[src/sv/qmbl_ram.sv]
// generic single-write, single-read ram with registered read data
module qmbl_ram #(
    parameter int WIDTH = 8,
    parameter int DEPTH = 16
) (
    input  logic                                 clk,
    input  logic                                 we,
    input  logic [(DEPTH > 1 ? $clog2(DEPTH) : 1)-1:0] waddr,
    input  logic [WIDTH-1:0]                     wdata,
    input  logic [(DEPTH > 1 ? $clog2(DEPTH) : 1)-1:0] raddr,
    output logic [WIDTH-1:0]                     rdata
);
    logic [WIDTH-1:0] mem [DEPTH];

    // write port and registered read port
    always_ff @(posedge clk)
    begin
        if (we)
        begin
            mem[waddr] <= wdata;
        end
        rdata <= mem[raddr];
    end
endmodule

[config.mk]
export PLATFORM = sky130hd
export DESIGN_NAME = qmbl_ram
export DESIGN_NICKNAME = d
export VERILOG_FILES = /design/src/sv/qmbl_ram.sv
export SDC_FILE = /design/constraint.sdc
export NUM_CORES = 1
export LEC_CHECK = 0
export ABC_AREA = 0
export ABC_CLOCK_PERIOD_IN_PS = 1800
export BUFFER_PORTS_ARGS = -buffer_cell sky130_fd_sc_hd__buf_4
export CAP_MARGIN = 20
export CORE_ASPECT_RATIO = 0.6
export CORE_MARGIN = 2
export CORE_UTILIZATION = 60
export DETAILED_ROUTE_END_ITERATION = 7
export GPL_TIMING_DRIVEN = 0
export PLACE_DENSITY = 0.78
export SLEW_MARGIN = 20
export SYNTH_ARGS = -nofsm -noshare
export SYNTH_HDL_FRONTEND = slang
export SYNTH_SLANG_ARGS = --single-unit
[constraint.sdc]
create_clock -name clk -period 1.8 [get_ports clk]
set_clock_uncertainty 0.05 [all_clocks]
set_input_delay 0.09 -clock clk [delete_from_list [all_inputs] [get_ports clk]]
set_output_delay 0.09 -clock clk [all_outputs]
set_load 0.005 [all_outputs]
---- After elaboration in Yosys (flattened, before gate mapping) ----
Memory sizes are Yosys's and may differ from the RTL's. A register that Yosys moved wholly into a read port is not among the register bits.
Cells that the tools add are included.
storage, ports and cells
  memories kept ........................... 1
  output and inout bits ................... 8
  memory bits (writable) .................. 128
  register bits ........................... 0
cells by class
  muxes and demuxes ....................... 2
memory list
  name  depth  bits a word  rd ports  clocked after Yosys merged registers in  wr ports  RTL line  RTL
  mem   16     8            1         1                                        1         13        logic [WIDTH-1:0] mem [DEPTH];
operators with widths
  operator  number
  $mux W1   2

---- Depth between registers and ports, before layout ----
  word-level depth ........................ 2
  gate-level depth with buffers ........... 5
  gate-level depth less buffers ........... 3

---- Least setup slack after synthesis ----
No wires, ideal clock.
  kind .................................... input port to flip-flop
  start point ............................. input waddr[2] in the netlist's numbering
  end point ............................... memory mem[0][0], enable pin
  library setup time ...................... 0.383 ns
  buffers on the path ..................... 0
  setup slack ............................. 0.167 ns
  stages on the path ...................... 2
  arrival time ............................ 1.200 ns
  cell sequence ........................... or3b_2 nor3_1
RTL lines
  item             RTL line  RTL
  start, declared  8         input logic [(DEPTH > 1 ? $clog2(DEPTH) : 1)-1:0] waddr,
  end, declared    13
No word-level cell before the write port.

---- Worst setup path after layout ----
  start point ............................. input waddr[2] in the netlist's numbering
  end point ............................... memory mem[2][0], enable pin
No word-level cell before the write port.

==> impl_metrics.env <==
export IMPL_status="finished, final reports clean"
export IMPL_synth_fp_nets=247
export IMPL_p_leak_nw=2.073
export IMPL_fp_row_count=26
export IMPL_synthMuxAreaShare_pct=15.02
export IMPL_cts_made_buffers=17
export IMPL_tritoncts="yes"
export IMPL_period_minus_slack_ns=1.439
export IMPL_path_class="in -> reg"
export IMPL_grt_pass1_vias=2409
export IMPL_clk_pin_slew_ns=0.05
export IMPL_start_kind="input pin"
export IMPL_cpPeakStageDelay_ns=0.68
export IMPL_drt_vias_per_instance=6.104
export IMPL_fin_cells=405
export IMPL_route_detailed_drc=0
export IMPL_antenna_found_initial=0
export IMPL_ios=26
export IMPL_core_sq_um=8426
export IMPL_worst_ep_required_time_ns=1.78
export IMPL_end_kind="flop"
export IMPL_netlist_instances=229
export IMPL_wl_um=9781
export IMPL_vdd_drop_max_uv=1175
export IMPL_root_buffer="clkbuf_16"
export IMPL_fin_crit_sh_pct=79.92
export IMPL_grt_pass1_wl_um=14290
export IMPL_drtIter0Drc=282
export IMPL_die_area_sq_um=9360
export IMPL_filler_cell_count=483
export IMPL_ys_warn_count=0
export IMPL_synthSimpleGateAreaFrac_pct=3.184
export IMPL_synth_avg_cell_area_sq_um=22.48
export IMPL_synthAdderAreaFrac_pct=0
export IMPL_worst_path_max_fanout=8
export IMPL_dr_pass1_iters=4
export IMPL_clk_latency_ns=0.41
export IMPL_clock_path_buffers=2
export IMPL_worstPathCellList="buf_4, or3b_2, nor2_1"
export IMPL_setup_ws_ns=0.3614
export IMPL_die_y_um=75.75
export IMPL_tightest_slew_ns=0.8788
export IMPL_grt_usage_pct=23.44
export IMPL_setup_violations=0
export IMPL_die_width_um=123.6
export IMPL_start_util_pct=61.09
export IMPL_synth_cell_area_sq_um=5147
export IMPL_ys_types=19
export IMPL_synth_compound_area_share_pct=2.333
export IMPL_wl_per_cell_um=24.15
export IMPL_setup_tns_ns=0
export IMPL_ant_nets=0
export IMPL_cap_violations=0
export IMPL_power_mw=7.278
export IMPL_vias=2472
export IMPL_grt_remaining_overflow=0
export IMPL_fmax_mhz=695.1
export IMPL_clock_sink_count=136
export IMPL_pre_cts_ws_ns=-0.09002
export IMPL_placed_cells=365
export IMPL_synth_top_family_by_area="multiplexers"
export IMPL_io_buffers=24
export IMPL_hold_class="in -> reg"
export IMPL_slew_headroom_pct=41.20
export IMPL_grt_max_degree=17
export IMPL_n_antenna_cell=0
export IMPL_path_buf_inv=1
export IMPL_dpl_hpwl_um=6183
export IMPL_yosys_area_share_xor_xnor_pct=0
export IMPL_area_delta_synth_final_pct=19.32
export IMPL_crit_family="simple AND/OR/NAND/NOR gates"
export IMPL_final_nets=298
export IMPL_rsz0062_at_grt="no"
export IMPL_final_layout_size_suffix_gt1_share_pct=27.30
export IMPL_h_tree_depth=4
export IMPL_hold_viol_final=0
export IMPL_timing_final_max_slew_violations=0
export IMPL_p_per_area_nw_per_um2=1185
export IMPL_arrival_ns=1.42
export IMPL_gp_congestion=0.7937
export IMPL_synth_seq_area_share_pct=77.78
export IMPL_slowest_stage="nor2_1"
export IMPL_synth_ff_latch_count=136
-- cell usage in the layout, fill, tap and decap left out, drive strengths merged --
master	Yosys	routed
dfxtp	8	8
and2	1	1
nor2	13	13
bufinv	0	2
clkbuf	0	30
nor2b	1	1
and2b	1	1
clkdlybuf4s25	3	3
buf	7	31
a22oi	16	16
nand2b	2	2
or3b	1	1
edfxtp	128	128
dlygate4sd3	0	8
nor3	4	4
nand3b	2	2
nand2	9	9
mux4	32	32
nand3	1	1
-- cell type report --
cell class                 instances  area [sq um]  share of cell area [%]
clock buffer                      30         514.2                   8.372
sequential                       136          4004                   65.19
buffer                            10         86.33                   1.406
clock inverter                     2         60.06                  0.9778
timing repair buffer              32         260.3                   4.237
multi-input combinational         83          1077                   17.54
tap                              112         140.1                   2.282
-- tightest hold or removal path: stages --
cell     delay [ns]
buf_4          0.11
mux4_1         0.15
a22oi_1        0.08
nand2_1        0.07
-- cell families after synthesis --
kind of cell / after synthesis
buffers and inverters: 10
DFF: 136
muxes: 32
AOI/OAI and AO/OA: 16
and+or+nand+nor: 35
-- final timing paths --
check	slack (ns)	endpoint	startpoint	cells after the start
max reg2reg	0.40	rdata[7]$_DFF_P_	mem[11][7]$_DFFE_PP_	3
max	0.36	mem[2][0]$_DFFE_PP_	waddr[2]	3
min reg2reg	0.63	rdata[6]$_DFF_P_	mem[15][6]$_DFFE_PP_	3
min	0.08	rdata[0]$_DFF_P_	raddr[1]	4
-- cells in the mapped netlist --
cell               n  share of area (%)
a22oi_1           16                2.3
and2_1             1               0.12
and2b_1            1               0.15
buf_2              3               0.29
buf_4              1               0.15
buf_6              3               0.66
clkdlybuf4s25_2    3               0.58
dfxtp_1            8                3.1
edfxtp_1         128                 75
mux4_1            14                7.1
mux4_2            18                7.9
nand2_1            9               0.66
nand2b_1           2               0.24
nand3_1            1              0.097
nand3b_1           2               0.29
nor2_1            13               0.95
nor2b_1            1               0.12
nor3_1             4               0.39
or3b_2             1               0.17
-- per-layer routing --
layer | part of all wire (%) | wire [um] | global-route usage, %
met5 | 0 | 0 | 0
met4 | 1.4 | 134 | 8.081
met3 | 8.6 | 841 | 7.859
met2 | 44 | 4350 | 32.30
met1 | 46 | 4454 | 35.77
-- through the flow --
stage               hold WS, ns  area (sq um)  util (%)
floorplan                0.1389          5147         -
global placement         0.3476          5468     64.89
detailed placement       0.3633          5488     65.13
CTS                     0.06958          6142     72.90
global route            0.08522          6142     72.90
finish                  0.08093          6142     72.90
-- sequential cells by signal (all words and copies together), names as in the netlist --
register	flops
mem	128
rdata	8
-- power breakdown --
group          internal [mW]  switching [mW]  total (mW)
Sequential              3.54          0.0174        3.56
Combinational          0.173           0.194       0.367
Clock                   2.19            1.16        3.35
Total                   5.91            1.37        7.28
-- timing repair --
| action | CTS | global route |
|---|---|---|
| hold endpoints to repair | 128 | 0 |
| hold buffers | 8 | 0 |
| endpoints found under the setup margin | 0 | 0 |
| buffers inserted | 0 | 0 |
| gates resized for setup | 0 | 0 |
No activity file was read; power rests on OpenSTA's default activity.
