--- config.mk ---
export PLATFORM = sky130hd
export DESIGN_NAME = qmbl_sqrt
export DESIGN_NICKNAME = d
export VERILOG_FILES = /design/src/sv/qmbl_pkg.sv /design/src/sv/qmbl_sqrt.sv
export SDC_FILE = /design/constraint.sdc
export NUM_CORES = 1
export LEC_CHECK = 0
export ABC_AREA = 1
export BUFFER_PORTS_ARGS = -buffer_cell sky130_fd_sc_hd__buf_2
export CAP_MARGIN = 20
export CORE_MARGIN = 1.5
export CORE_UTILIZATION = 40
export DETAILED_ROUTE_END_ITERATION = 10
export PLACE_DENSITY = 0.59
export SYNTH_ARGS = -nofsm -noshare
export SYNTH_HDL_FRONTEND = slang
export SYNTH_SLANG_ARGS = --single-unit
--- constraint.sdc ---
create_clock -name clk -period 10.22 [get_ports clk]
set_clock_uncertainty 0.15 [all_clocks]
set_input_delay 1.022 -clock clk [delete_from_list [all_inputs] [get_ports clk]]
set_output_delay 1.022 -clock clk [all_outputs]
set_load 0.05 [all_outputs]
--- src/sv/qmbl_pkg.sv ---
// shared constants, types and request/response structs for the quadtree map lookup
package qmbl_pkg;

    // default table sizes
    localparam int NODES_DEF  = 4096;
    localparam int LAYERS_DEF = 16;

    // field widths
    localparam int CMD_W    = 2;
    localparam int NIDX_W   = 12;
    localparam int LNUM_W   = 4;
    localparam int LS_W     = 12;
    localparam int CHILD_W  = 10;
    localparam int MAG_W    = 32;
    localparam int POS_W    = 32;
    localparam int BOX_W    = 31;

    // node address sum: layer start + 4 * child block + quadrant
    localparam int SUM_W = 13;

    // command codes
    localparam logic [CMD_W-1:0] CMD_NODE  = 2'd0;
    localparam logic [CMD_W-1:0] CMD_LAYER = 2'd1;
    localparam logic [CMD_W-1:0] CMD_QUERY = 2'd2;

    localparam logic [BOX_W-1:0] BOX_RESET = 31'd131072;
    localparam logic [MAG_W-1:0] MAG_SAT   = 32'hFFFF_FFFF;

    // shared divider geometry
    localparam int DIV_NUM_W  = 99;
    localparam int DIV_Q_W    = 64;
    localparam int DIV_STEP_W = 7;

    // square root geometry
    localparam int SQ_RAD_W  = 64;
    localparam int SQ_ROOT_W = 32;
    localparam int SQ_CNT_W  = 6;

    typedef struct packed {
        logic                  start;
        logic [DIV_NUM_W-1:0]  num;
        logic [DIV_Q_W-1:0]    den;
        logic [DIV_STEP_W-1:0] steps;
    } div_req_t;

    typedef struct packed {
        logic               busy;
        logic               done;
        logic [DIV_Q_W-1:0] quot;
    } div_rsp_t;

    typedef struct packed {
        logic                start;
        logic [SQ_RAD_W-1:0] rad;
    } sqrt_req_t;

    typedef struct packed {
        logic                 busy;
        logic                 done;
        logic [SQ_ROOT_W-1:0] root;
    } sqrt_rsp_t;

endpackage

--- src/sv/qmbl_sqrt.sv ---
// digit-by-digit integer square root, one root bit per cycle
module qmbl_sqrt (
    input  logic                clk,
    input  logic                rst_n,
    input  qmbl_pkg::sqrt_req_t req,
    output qmbl_pkg::sqrt_rsp_t rsp
);
    import qmbl_pkg::*;

    localparam int REM_W = SQ_ROOT_W + 2;

    logic                 busy_reg;
    logic                 done_reg;
    logic [SQ_CNT_W-1:0]  cnt_reg;
    logic [SQ_RAD_W-1:0]  rad_reg;
    logic [REM_W-1:0]     rem_reg;
    logic [SQ_ROOT_W-1:0] root_reg;

    logic [REM_W+1:0] shifted;
    logic [REM_W+1:0] trial;
    logic [REM_W+1:0] diff;
    logic             fits;

    // bring down two radicand bits and try the next root bit
    always_comb
    begin
        shifted = {rem_reg, rad_reg[SQ_RAD_W-1 -: 2]};
        trial   = {2'b00, root_reg, 2'b01};
        diff    = shifted - trial;
        fits    = (shifted >= trial);
    end

    // control
    always_ff @(posedge clk or negedge rst_n)
    begin
        if (!rst_n)
        begin
            busy_reg <= 1'b0;
            done_reg <= 1'b0;
            cnt_reg  <= '0;
        end
        else
        begin
            done_reg <= 1'b0;
            if (req.start)
            begin
                busy_reg <= 1'b1;
                cnt_reg  <= SQ_CNT_W'(SQ_ROOT_W);
            end
            else if (busy_reg)
            begin
                cnt_reg <= cnt_reg - 1'b1;
                if (cnt_reg == SQ_CNT_W'(1))
                begin
                    busy_reg <= 1'b0;
                    done_reg <= 1'b1;
                end
            end
        end
    end

    // datapath
    always_ff @(posedge clk)
    begin
        if (req.start)
        begin
            rad_reg  <= req.rad;
            rem_reg  <= '0;
            root_reg <= '0;
        end
        else if (busy_reg)
        begin
            rad_reg  <= {rad_reg[SQ_RAD_W-3:0], 2'b00};
            rem_reg  <= fits ? diff[REM_W-1:0] : shifted[REM_W-1:0];
            root_reg <= {root_reg[SQ_ROOT_W-2:0], fits};
        end
    end

    assign rsp.busy = busy_reg;
    assign rsp.done = done_reg;
    assign rsp.root = root_reg;
endmodule

* After elaboration in Yosys (flattened, before gate mapping)
Index checks and enable logic that the tools add are counted.
** Word-level totals
- Flip-flop bits (word level) :: 138
- Input port bits :: 67
- Output and inout port bits :: 34
- Word-level logic and storage cells :: 22
** Cells by class
- Add/sub/neg operators :: 2
- $lt $le $gt $ge :: 1
- Eq/ne operators :: 1
- Muxes and demuxes :: 11
- Reduce and logical (&&, ||, !) cells :: 1
** Operators with widths (number)
- 64-bit 2-to-1 mux :: 2
- 36-bit by 34-bit >= comparator with 1-bit output :: 1
- 34-bit 2-to-1 mux :: 1
- 34-bit subtractor :: 1
- 6-bit 2-to-1 mux :: 2
- 6-bit by 1-bit == test with 1-bit output (second input constant) :: 1
- 1-bit 2-to-1 mux :: 6
- 6-bit by 1-bit subtractor with 6-bit output (second input constant) :: 1
- 2-bit nonzero test :: 1

* Longest topological paths before layout
- Depth after elaboration :: 4
- Depth in mapped cells :: 17
- Mapped depth without buffers :: 17

* Worst setup path after synthesis
Ideal clock, no wire load.
- Path type :: input-to-reg
- Start :: input req[64] in the netlist's numbering
- End :: register rad_reg[0] (enable)
- Setup time :: 0.454 ns
- Arrival :: 3.418 ns
- Data required time :: 9.616 ns
- Setup slack :: 6.198 ns
- Stages :: 4
- Buffers on the path :: 2
- Cell sequence :: clkbuf_1 -> nor2_1 -> clkinv_1 -> clkbuf_1
** On the way
- Cells in the longest elaborated chain, start to end :: 1
** Ends and longest elaborated chain
- start, declared :: RTL line qmbl_sqrt.sv:5 : input qmbl_pkg::sqrt_req_t req,
- 2-bit nonzero test (no source line)
- end signal, assigned :: RTL line qmbl_sqrt.sv:67 : rad_reg <= req.rad;
- end signal, assigned :: RTL line qmbl_sqrt.sv:73 : rad_reg <= {rad_reg[SQ_RAD_W-3:0], 2'b00};
- end, declared :: RTL line qmbl_sqrt.sv:15 : logic [SQ_RAD_W-1:0] rad_reg;
Every way passes these cells.
A chain may end at the register's enable or synchronous reset.

* Final worst setup path
- Start :: input req[64] in the netlist's numbering
- End :: register rad_reg[41] (enable)
Same word-level chain as after synthesis.

==> impl_metrics.yaml <==
placed_design:
  dp_slack_ns: 6.51
  dp_hpwl_um: 13500
  dp.cells: 1429
  portBuffers: 100
  gp_congestion: 0.867
  placed_area_um2: 8640
yosys:
  synth_area_um2: 7950
  yosysWarnings: 0
  synth_edf_count: 64
  yosys.area.top_type: "edfxtp_1"
  synth_cell_types: 41
  synthTopCellsByArea: "edfxtp_1, nand2_1, dfxtp_1, inv_1, ha_1"
  async_reset_ff_share_pct: 5.80
  avgSynthCellArea_um2: 7.25
  synthFlopType: "dfxtp_1"
  synthCells: 1096
  yosysMostFrequentCell: "nand2_1"
  synth_nets: 1199
  synth_commonest_cells: "nand2_1, inv_1, dfxtp_1"
  yosysSeqAreaShare_pct: 43.3
  synth_top_area_share_pct: 24.2
  ys_seq_elements: 138
detailed_routing:
  dr_total_vias: 6926
  route.detailed.drc: 0
  dr.first_iter.drc_count: 307
  wirelength_um: 18700
  ant_nets: 0
  firstDrtPassIters: 5
  wl_per_cell_um: 12.8
  viasPerCell: 4.73
clock_tree:
  path_clk_slew_ns: 0.07
  clock_sinks: 138
  hold_buffers: 0
  cts_setup_buffers: 0
  cts_tree: "yes"
  cts_resized: 0
  clock-root-buffer: "clkbuf_16"
  clockBufferDepth: 2
  cts-buffers-inserted: 17
  h-tree-depth: 4
  insertion_delay_ns: 0.44
timing:
  tightest_slew_ns: 0.935
  rsz0062_at_grt: "no"
  final_hold_viol_count: 0
  holdWs_ns: 0.268
  worst_slack_ns: 7.03
  setup_violations: 0
  slew_headroom_pct: 37.7
  min_period_ns: 3.19
  fin_setup_tns_ns: 0
  fmax_mhz: 313
  finalMaxSlewViolations: 0
  fin_crit_sh_pct: 31.3
floorplan:
  design.core.area_um2: 19500
  fp.dieW_um: 144
  ios: 101
  initial_utilization_pct: 40.8
  die_area_um2: 20700
  chipHeight_um: 144
  row_count: 51
layout:
  largest_reg_flops: 64
  layout.nets: 1288
  layout-drive-gt1-share_pct: 13.9
  layoutNonFillerInstCount: 1463
  diodes: 0
  fill_cells: 2015
  synthToLayoutAreaGrowth_pct: 16.9
  stdcell_area_um2: 9290
global_route:
  grt_pass1_vias: 6597
  track_usage_pct: 19.1
  antenna_found_initial: 0
  grt_pass1_wl_um: 31300
  grt-ovfl-total: 0
  grt_max_degree: 78
setup_path:
  arrival_ns: 3.11
  reg2reg_depth: 8
  crit_type: "input pin to register"
  required_ns: 10.13
  endpoint_kind: "register"
  crit_fanout: 77
  crit_path_start_kind: "input pin"
power:
  cellLeakagePower_nw: 4.75
  ir_drop_mv: 0.150
  power.density_nw_per_um2: 300
job:
  cap_violations: 0
status:
  status: "finished, final reports clean"
hold_path:
  hp-class: "input pin to asynchronous set/reset pin"
cells in the final DEF, fill, tap and decap left out, types with 17 or more instances in the layout:
cell and n:
nand3_1 60, a21oi_1 37, dfxtp_1 66, o21ai_0 27, clkbuf_16 17, edfxtp_1 64
ha_1 36, inv_1 128, nand2_1 451, nor2_1 56, o22ai_1 32, buf_2 100
layout make-up:
class                      count  area (um^2)  share of cell area [%]
sequential                   138         3440                    37.1
multi-input combinational    787         3830                    41.2
clock inverter                15          176                    1.90
tap                          265          332                    3.57
clock buffer                  17          425                    4.58
timing repair buffer         106          578                    6.22
inverter                     135          508                    5.47
critical path: stages:
cell,delay (ns)
buf_2,0.08
buf_4,0.53
nor2_2,0.04
buf_4,0.27
clkinv_2,0.28
buf_4,0.76
metrics by stage:
stage          utilization (%)  power (W)
5_1_grt                   47.7    0.00305
3_3_place_gp              44.4    0.00216
2_1_floorplan                -    0.00189
3_5_place_dp              44.4    0.00217
6_report                  47.7    0.00279
4_1_cts                   47.5    0.00280
metal layers:
metal  track usage (%)  part of all wire, %
met5                 0                    0
met2              31.8                   46
met3              4.14                  4.3
met4              6.28                  1.7
met1              24.7                   48
final timing paths:
check                                    startpoint                  endpoint  slack (ns)
max                                         req[64]     rad_reg[41]$_DFFE_PP_        7.03
min                                           rst_n    cnt_reg[0]$_DFFE_PN0P_        0.27
max reg2reg                      busy_reg$_DFF_PN0_   rem_reg[5]$_SDFFE_PP0P_        7.56
min reg2reg                rem_reg[33]$_SDFFE_PP0P_  rem_reg[33]$_SDFFE_PP0P_        0.30
max in group asynchronous                     rst_n        busy_reg$_DFF_PN0_        9.48
min in group clk           rem_reg[33]$_SDFFE_PP0P_  rem_reg[33]$_SDFFE_PP0P_        0.30
kinds of logic (layout without fill, tap and decap cells):
family	Yosys count	after routing	synth area share [%]
buffers and inverters	171	273	8.61
adders and majority gates	36	36	5.67
AOI/OAI and AO/OA	119	119	8.81
DFF	138	138	43.3
and+or+nand+nor	616	616	31.8
xor gates and xnor gates	16	16	1.76
where the power goes:
part	leakage (nW)	internal, W	switching [W]
sequential	1.34	0.000680	0.0000578
combinational	3.12	0.000508	0.000925
clock	0.287	0.000329	0.000287
(Power assumes the default switching activity.)
