<file path="src/sv/qmbl_pkg.sv">
// shared constants, types and request/response structs for the quadtree map lookup
package qmbl_pkg;

    // default table sizes
    localparam int NODES_DEF  = 4096;
    localparam int LAYERS_DEF = 16;

    // field widths
    localparam int CMD_W    = 2;
    localparam int NIDX_W   = 12;
    localparam int LNUM_W   = 4;
    localparam int LS_W     = 12;
    localparam int CHILD_W  = 10;
    localparam int MAG_W    = 32;
    localparam int POS_W    = 32;
    localparam int BOX_W    = 31;

    // node address sum: layer start + 4 * child block + quadrant
    localparam int SUM_W = 13;

    // command codes
    localparam logic [CMD_W-1:0] CMD_NODE  = 2'd0;
    localparam logic [CMD_W-1:0] CMD_LAYER = 2'd1;
    localparam logic [CMD_W-1:0] CMD_QUERY = 2'd2;

    localparam logic [BOX_W-1:0] BOX_RESET = 31'd131072;
    localparam logic [MAG_W-1:0] MAG_SAT   = 32'hFFFF_FFFF;

    // shared divider geometry
    localparam int DIV_NUM_W  = 99;
    localparam int DIV_Q_W    = 64;
    localparam int DIV_STEP_W = 7;

    // square root geometry
    localparam int SQ_RAD_W  = 64;
    localparam int SQ_ROOT_W = 32;
    localparam int SQ_CNT_W  = 6;

    typedef struct packed {
        logic                  start;
        logic [DIV_NUM_W-1:0]  num;
        logic [DIV_Q_W-1:0]    den;
        logic [DIV_STEP_W-1:0] steps;
    } div_req_t;

    typedef struct packed {
        logic               busy;
        logic               done;
        logic [DIV_Q_W-1:0] quot;
    } div_rsp_t;

    typedef struct packed {
        logic                start;
        logic [SQ_RAD_W-1:0] rad;
    } sqrt_req_t;

    typedef struct packed {
        logic                 busy;
        logic                 done;
        logic [SQ_ROOT_W-1:0] root;
    } sqrt_rsp_t;

endpackage

</file>
<file path="src/sv/qmbl_div.sv">
// restoring divider, one quotient bit per cycle, left-aligned numerator
module qmbl_div (
    input  logic               clk,
    input  logic               rst_n,
    input  qmbl_pkg::div_req_t req,
    output qmbl_pkg::div_rsp_t rsp
);
    import qmbl_pkg::*;

    logic                  busy_reg;
    logic                  done_reg;
    logic [DIV_STEP_W-1:0] cnt_reg;
    logic [DIV_NUM_W-1:0]  num_reg;
    logic [DIV_Q_W-1:0]    den_reg;
    logic [DIV_Q_W-1:0]    rem_reg;
    logic [DIV_Q_W-1:0]    quot_reg;

    logic [DIV_Q_W:0]   shifted;
    logic [DIV_Q_W:0]   diff;
    logic               fits;
    logic [DIV_Q_W-1:0] rem_next;

    // one trial subtraction
    always_comb
    begin
        shifted  = {rem_reg, num_reg[DIV_NUM_W-1]};
        diff     = shifted - {1'b0, den_reg};
        fits     = (shifted >= {1'b0, den_reg});
        rem_next = fits ? diff[DIV_Q_W-1:0] : shifted[DIV_Q_W-1:0];
    end

    // control
    always_ff @(posedge clk or negedge rst_n)
    begin
        if (!rst_n)
        begin
            busy_reg <= 1'b0;
            done_reg <= 1'b0;
            cnt_reg  <= '0;
        end
        else
        begin
            done_reg <= 1'b0;
            if (req.start)
            begin
                busy_reg <= 1'b1;
                cnt_reg  <= req.steps;
            end
            else if (busy_reg)
            begin
                cnt_reg <= cnt_reg - 1'b1;
                if (cnt_reg == DIV_STEP_W'(1))
                begin
                    busy_reg <= 1'b0;
                    done_reg <= 1'b1;
                end
            end
        end
    end

    // datapath
    always_ff @(posedge clk)
    begin
        if (req.start)
        begin
            num_reg  <= req.num;
            den_reg  <= req.den;
            rem_reg  <= '0;
            quot_reg <= '0;
        end
        else if (busy_reg)
        begin
            num_reg  <= {num_reg[DIV_NUM_W-2:0], 1'b0};
            rem_reg  <= rem_next;
            quot_reg <= {quot_reg[DIV_Q_W-2:0], fits};
        end
    end

    assign rsp.busy = busy_reg;
    assign rsp.done = done_reg;
    assign rsp.quot = quot_reg;
endmodule

</file>
<file path="config.mk">
export PLATFORM = sky130hd
export DESIGN_NAME = qmbl_div
export DESIGN_NICKNAME = d
export VERILOG_FILES = /design/src/sv/qmbl_pkg.sv /design/src/sv/qmbl_div.sv
export SDC_FILE = /design/constraint.sdc
export NUM_CORES = 1
export LEC_CHECK = 0
export ABC_AREA = 1
export ABC_CLOCK_PERIOD_IN_PS = 7250
export BUFFER_PORTS_ARGS = -buffer_cell sky130_fd_sc_hd__buf_2
export CAP_MARGIN = 10
export CORE_ASPECT_RATIO = 1.4
export CORE_MARGIN = 2
export CORE_UTILIZATION = 40
export CTS_CLUSTER_DIAMETER = 80
export DETAILED_ROUTE_END_ITERATION = 6
export MAX_ROUTING_LAYER = met4
export PLACE_DENSITY = 0.63
export SKIP_CTS_REPAIR_TIMING = 1
export SKIP_LAST_GASP = 1
export SLEW_MARGIN = 20
export SYNTH_ARGS = -nofsm -noshare
export SYNTH_HDL_FRONTEND = slang
export SYNTH_SLANG_ARGS = --single-unit
</file>
<file path="constraint.sdc">
create_clock -name clk -period 7.25 [get_ports clk]
set_input_delay 1.0875 -clock clk [delete_from_list [all_inputs] [get_ports clk]]
set_output_delay 1.0875 -clock clk [all_outputs]
set_load 0.01 [all_outputs]
</file>
Word level (Yosys, flattened, before mapping):

Index checks and enable logic that the tools add are counted.

* add/subtract/negate cells: 2
* multipliers: 0
* div/mod/pow operators: 0
* $lt $le $gt $ge: 1
* eq/ne operators: 1
* shift-type cells: 0
* muxes and demuxes: 11
* bitwise logic cells: 0
* reduce and logical (&&, ||, !) cells: 1

Operator list (count)
* $mux W99: 2
* $ge A65 B64 Y1: 1
* $mux W64: 1
* $sub A64 B64 Y64: 1
* $mux W7: 2
* $eq A7 B1 Y1 const B: 1
* $sub A7 B1 Y7 const B: 1
* $mux W1: 6
* $reduce_bool A2 Y1: 1

* register bits after elaboration: 300
* bits in latches: 0
* memory bits (writable): 0
* ROM bits: 0
* bits of input ports: 173
* memories: 0

Depth between registers and ports, before layout:

* depth in word-level cells: 4
* mapped depth: 19

Least setup slack after synthesis:

OpenSTA, ideal clock, no wires.

* path kind: in2reg
* start: input port req[170] in the netlist's numbering
* end: register num_reg[0] (enable)
* data arrival time: 4.475 ns
* required time: 6.747 ns
* setup slack: 2.273 ns
* cell stages on the path: 4
* buffers on the path: 2
* cells stage by stage: clkbuf_1 -> nor2_1 -> clkinv_1 -> clkbuf_1

* longest elaborated chain between the ends: 1

RTL lines
* from (decl): line qmbl_div.sv:5 `input qmbl_pkg::div_req_t req,`
* $reduce_bool A2 Y1 (no source line)
* to (signal assigned): line qmbl_div.sv:66 `num_reg <= req.num;`
* to (signal assigned): line qmbl_div.sv:73 `num_reg <= {num_reg[DIV_NUM_W-2:0], 1'b0};`
* to (decl): line qmbl_div.sv:13 `logic [DIV_NUM_W-1:0] num_reg;`

No other way between the ends.
A chain may end at the register's enable or synchronous reset.

Worst setup path in the final report:

* start: register den_reg[8]
* end: register rem_reg[47]

* longest elaborated chain between the ends: 2
* elaborated cells between the ends (all ways): 3
* classes of those cells: add/sub (1); order compare (1); mux (1)

RTL lines
* from (decl): line qmbl_div.sv:14 `logic [DIV_Q_W-1:0] den_reg;`
* from (signal assigned): line qmbl_div.sv:67 `den_reg <= req.den;`
* $sub A64 B64 Y64 / $ge A65 B64 Y1 (equally long branches): line qmbl_div.sv:27, qmbl_div.sv:28
* $mux W64 (*): line qmbl_div.sv:29 `rem_next = fits ? diff[DIV_Q_W-1:0] : shifted[DIV_Q_W-1:0];`
* to (signal assigned): line qmbl_div.sv:74 `rem_reg <= rem_next;`
* to (decl): line qmbl_div.sv:15 `logic [DIV_Q_W-1:0] rem_reg;`

Every way passes the cells marked *; elsewhere a longest branch is shown, timed or not.

==> results_dict.tcl <==
set metrics [dict create \
    worstSetupEndpointType "flip-flop" \
    post-place-ws_ps 3200 \
    hold_path_class "input pin to asynchronous set/reset pin" \
    r2r-start "den_reg[8]" \
    r2r.worst_path.cells 17 \
    synthesis.nets 2782 \
    critical_path_arrival_ps 4140 \
    synthesis.instances 2542 \
    synthTopCellsByCount "nand2_1 (1057), inv_1 (488), nand3_1 (167)" \
    port_buffers 238 \
    cap_violations 0 \
    clk_pin_slew_ps 60 \
    setup_viol_count_final 0 \
    path_class "flip-flop to flip-flop" \
    die_area_mm2 0.0459 \
    final_antenna_net_count 0 \
    yosysMostFrequentCell "nand2_1" \
    clock_tree.root_cell "clkbuf_16" \
    r2r_setup_slack_ps 3580 \
    hold_viol 0 \
    leakagePower_nw 10.9 \
    wire_per_inst_um 16.3 \
    pin_count 239 \
    rsz0062_at_grt "false" \
    final_cells 3349 \
    rows 91 \
    synth_edf_count 163 \
    first_iter_violations 826 \
    ys_top_cells_by_area "edfxtp_1 (28%), nand2_1 (22%), dfxtp_1 (14%)" \
    vias 16100 \
    vdd_ir_drop_max_mv 0.174 \
    grt_pass1_wl_mm 85.7 \
    initial_core_util_pct 40.3 \
    die_w_um 182 \
    synth_area_mm2 0.0177 \
    dp_cells 3278 \
    grt_max_degree 106 \
    fin_skew_ps 23.4 \
    ys_seq_area_share_pct 43.5 \
    synth_top_area_share_pct 27.7 \
    finalMaxSlewViolations 0 \
    period_share_pct 50.7 \
    yosys_warnings 0 \
    layout-drive-gt1-share_pct 12.5 \
    insertion_delay_ps 540 \
    startpoint_type "flip-flop" \
    r2r-end "rem_reg[47]" \
    yosys_most_used_dff "edfxtp_1" \
    grt_pass1_vias 16400 \
    synth_cell_types 41 \
    coreArea_mm2 0.0438 \
    die_h_um 253 \
    cts_tree "done" \
    yosysTopAreaCell "edfxtp_1" \
    p_total_w 0.00396 \
    async_reset_ff_share_pct 3.00 \
    syn_avg_cell_area_um2 6.95 \
    cp_max_fo 43 \
    vias_per_cell 4.81 \
    drcViolationCount 0 \
    cts_buffers 34 \
    hpwl_mm 42.4 \
    grt_overflow 0 \
    firstDrtPassIters 5 \
    gp_congestion 0.959 \
    power_density_mw_per_mm2 194 \
    num-fill-cells 4525 \
    status "completed" \
    cts_sinks 300 \
    relSlewSlack_pct 41.0 \
    fmax_mhz 272 \
    routed_wl_mm 54.6 \
    tightestPinTransition_ps 886 \
    setup_tns_ps 0 \
    period_needed_ps 3670 \
    synthToLayoutAreaGrowth_pct 15.6 \
    layout_setup_ws_ps 3580 \
    synth_seq_cells 300 \
    cts_buffer_depth 3 \
    largest_reg_flops 99 \
    required_ps 7710 \
    final_nets 2996 \
    htree_levels 2 \
    antenna_found_initial 7 \
    track_usage_pct 24.6 \
]
## worst max-delay path, stage by stage, from the launching register on
cell and delay (ps):
edfxtp_1 320, inv_1 40, ha_1 350, nand2_1 160, inv_1 60, nand2_1 60, nand2_1 80, inv_2 60
nand3_2 160, nand2_1 120, nand2_2 100, nand2_2 120, nand2_2 140, nand2_4 460, nand2_4 410, nor2_4 640
nand2_1 180, nand3_1 130
## power breakdown
| group | internal [W] | total, W | switching [W] |
|---|---|---|---|
| registers | 0.00190 | 0.00193 | 0.0000317 |
| clock network | 0.000929 | 0.00166 | 0.000726 |
| logic | 0.000130 | 0.000367 | 0.000237 |
## logic make-up (layout without fill, tap and decap cells)
family / count (synthesis) / count (layout) / share of synthesized area [%]
AO/OA/AOI/OAI: 155 / 155 / 5.08
other: 0 / 9 / 0
adder cells (fa/ha/maj): 67 / 67 / 4.79
flip-flops: 300 / 300 / 43.5
AND/OR/NAND/NOR: 1405 / 1405 / 32.3
XOR/XNOR: 34 / 34 / 1.68
buffers and inverters: 581 / 821 / 12.7
## routing by layer
metal	global-route usage (%)	vias to the layer above	share of wire (%)	routed length (um)
li1	-	8247	-	-
met1	25.8	7311	39	21100
met2	43.7	409	50	27300
met3	4.34	134	5.1	2790
met4	13.6	0	6.2	3370
met5	-	-	0	0
## cell type report
class | count | area (um^2) | area share [%]
flip-flops and latches | 300 | 7680 | 37.6
clock inverters | 17 | 124 | 0.606
diodes | 9 | 22.5 | 0.110
well taps | 558 | 698 | 3.42
repair buffers | 247 | 1260 | 6.19
multi-input cells | 1661 | 7760 | 38.0
clock buffers | 45 | 943 | 4.62
inverters | 512 | 1930 | 9.43
## placed cells by master, fill, tap and decap left out, drive strengths merged, types with 2 or more instances in the layout
master	n
o221ai	3
dfxtp	128
nand3b	13
nor3	10
nand2	1064
nor2	124
ha	66
o21ai	29
clkbuf	45
dfrtp	9
and2	4
inv	511
xnor2	16
a21oi	48
nand4	16
o21bai	9
edfxtp	163
buf	247
nor4	3
diode	9
o211ai	2
nand3	169
o22ai	62
xor2	18
clkinv	17
## worst max path at each step
stage,to,slack [ps],startpoint,cells past startpoint
after global placement,rem_reg[47],3230,den_reg[7],17
after detailed placement,rem_reg[47],3200,den_reg[7],17
after CTS,rem_reg[47],3180,den_reg[7],17
after global routing,rem_reg[47],3290,den_reg[8],17
final,rem_reg[47],3580,den_reg[8],17
after floorplan,num_reg[0],2270,req[170],4
## stage by stage
stage                     util, %  hold slack, ps  instance area [um^2]
final                        46.6             406                 20400
after global placement       44.1             441                 19300
after floorplan                 -             443                 17700
after global routing         46.6             398                 20400
after detailed placement     44.1             450                 19300
after CTS                    46.5             388                 20400
Note: power is estimated with default switching activity, not from simulation.
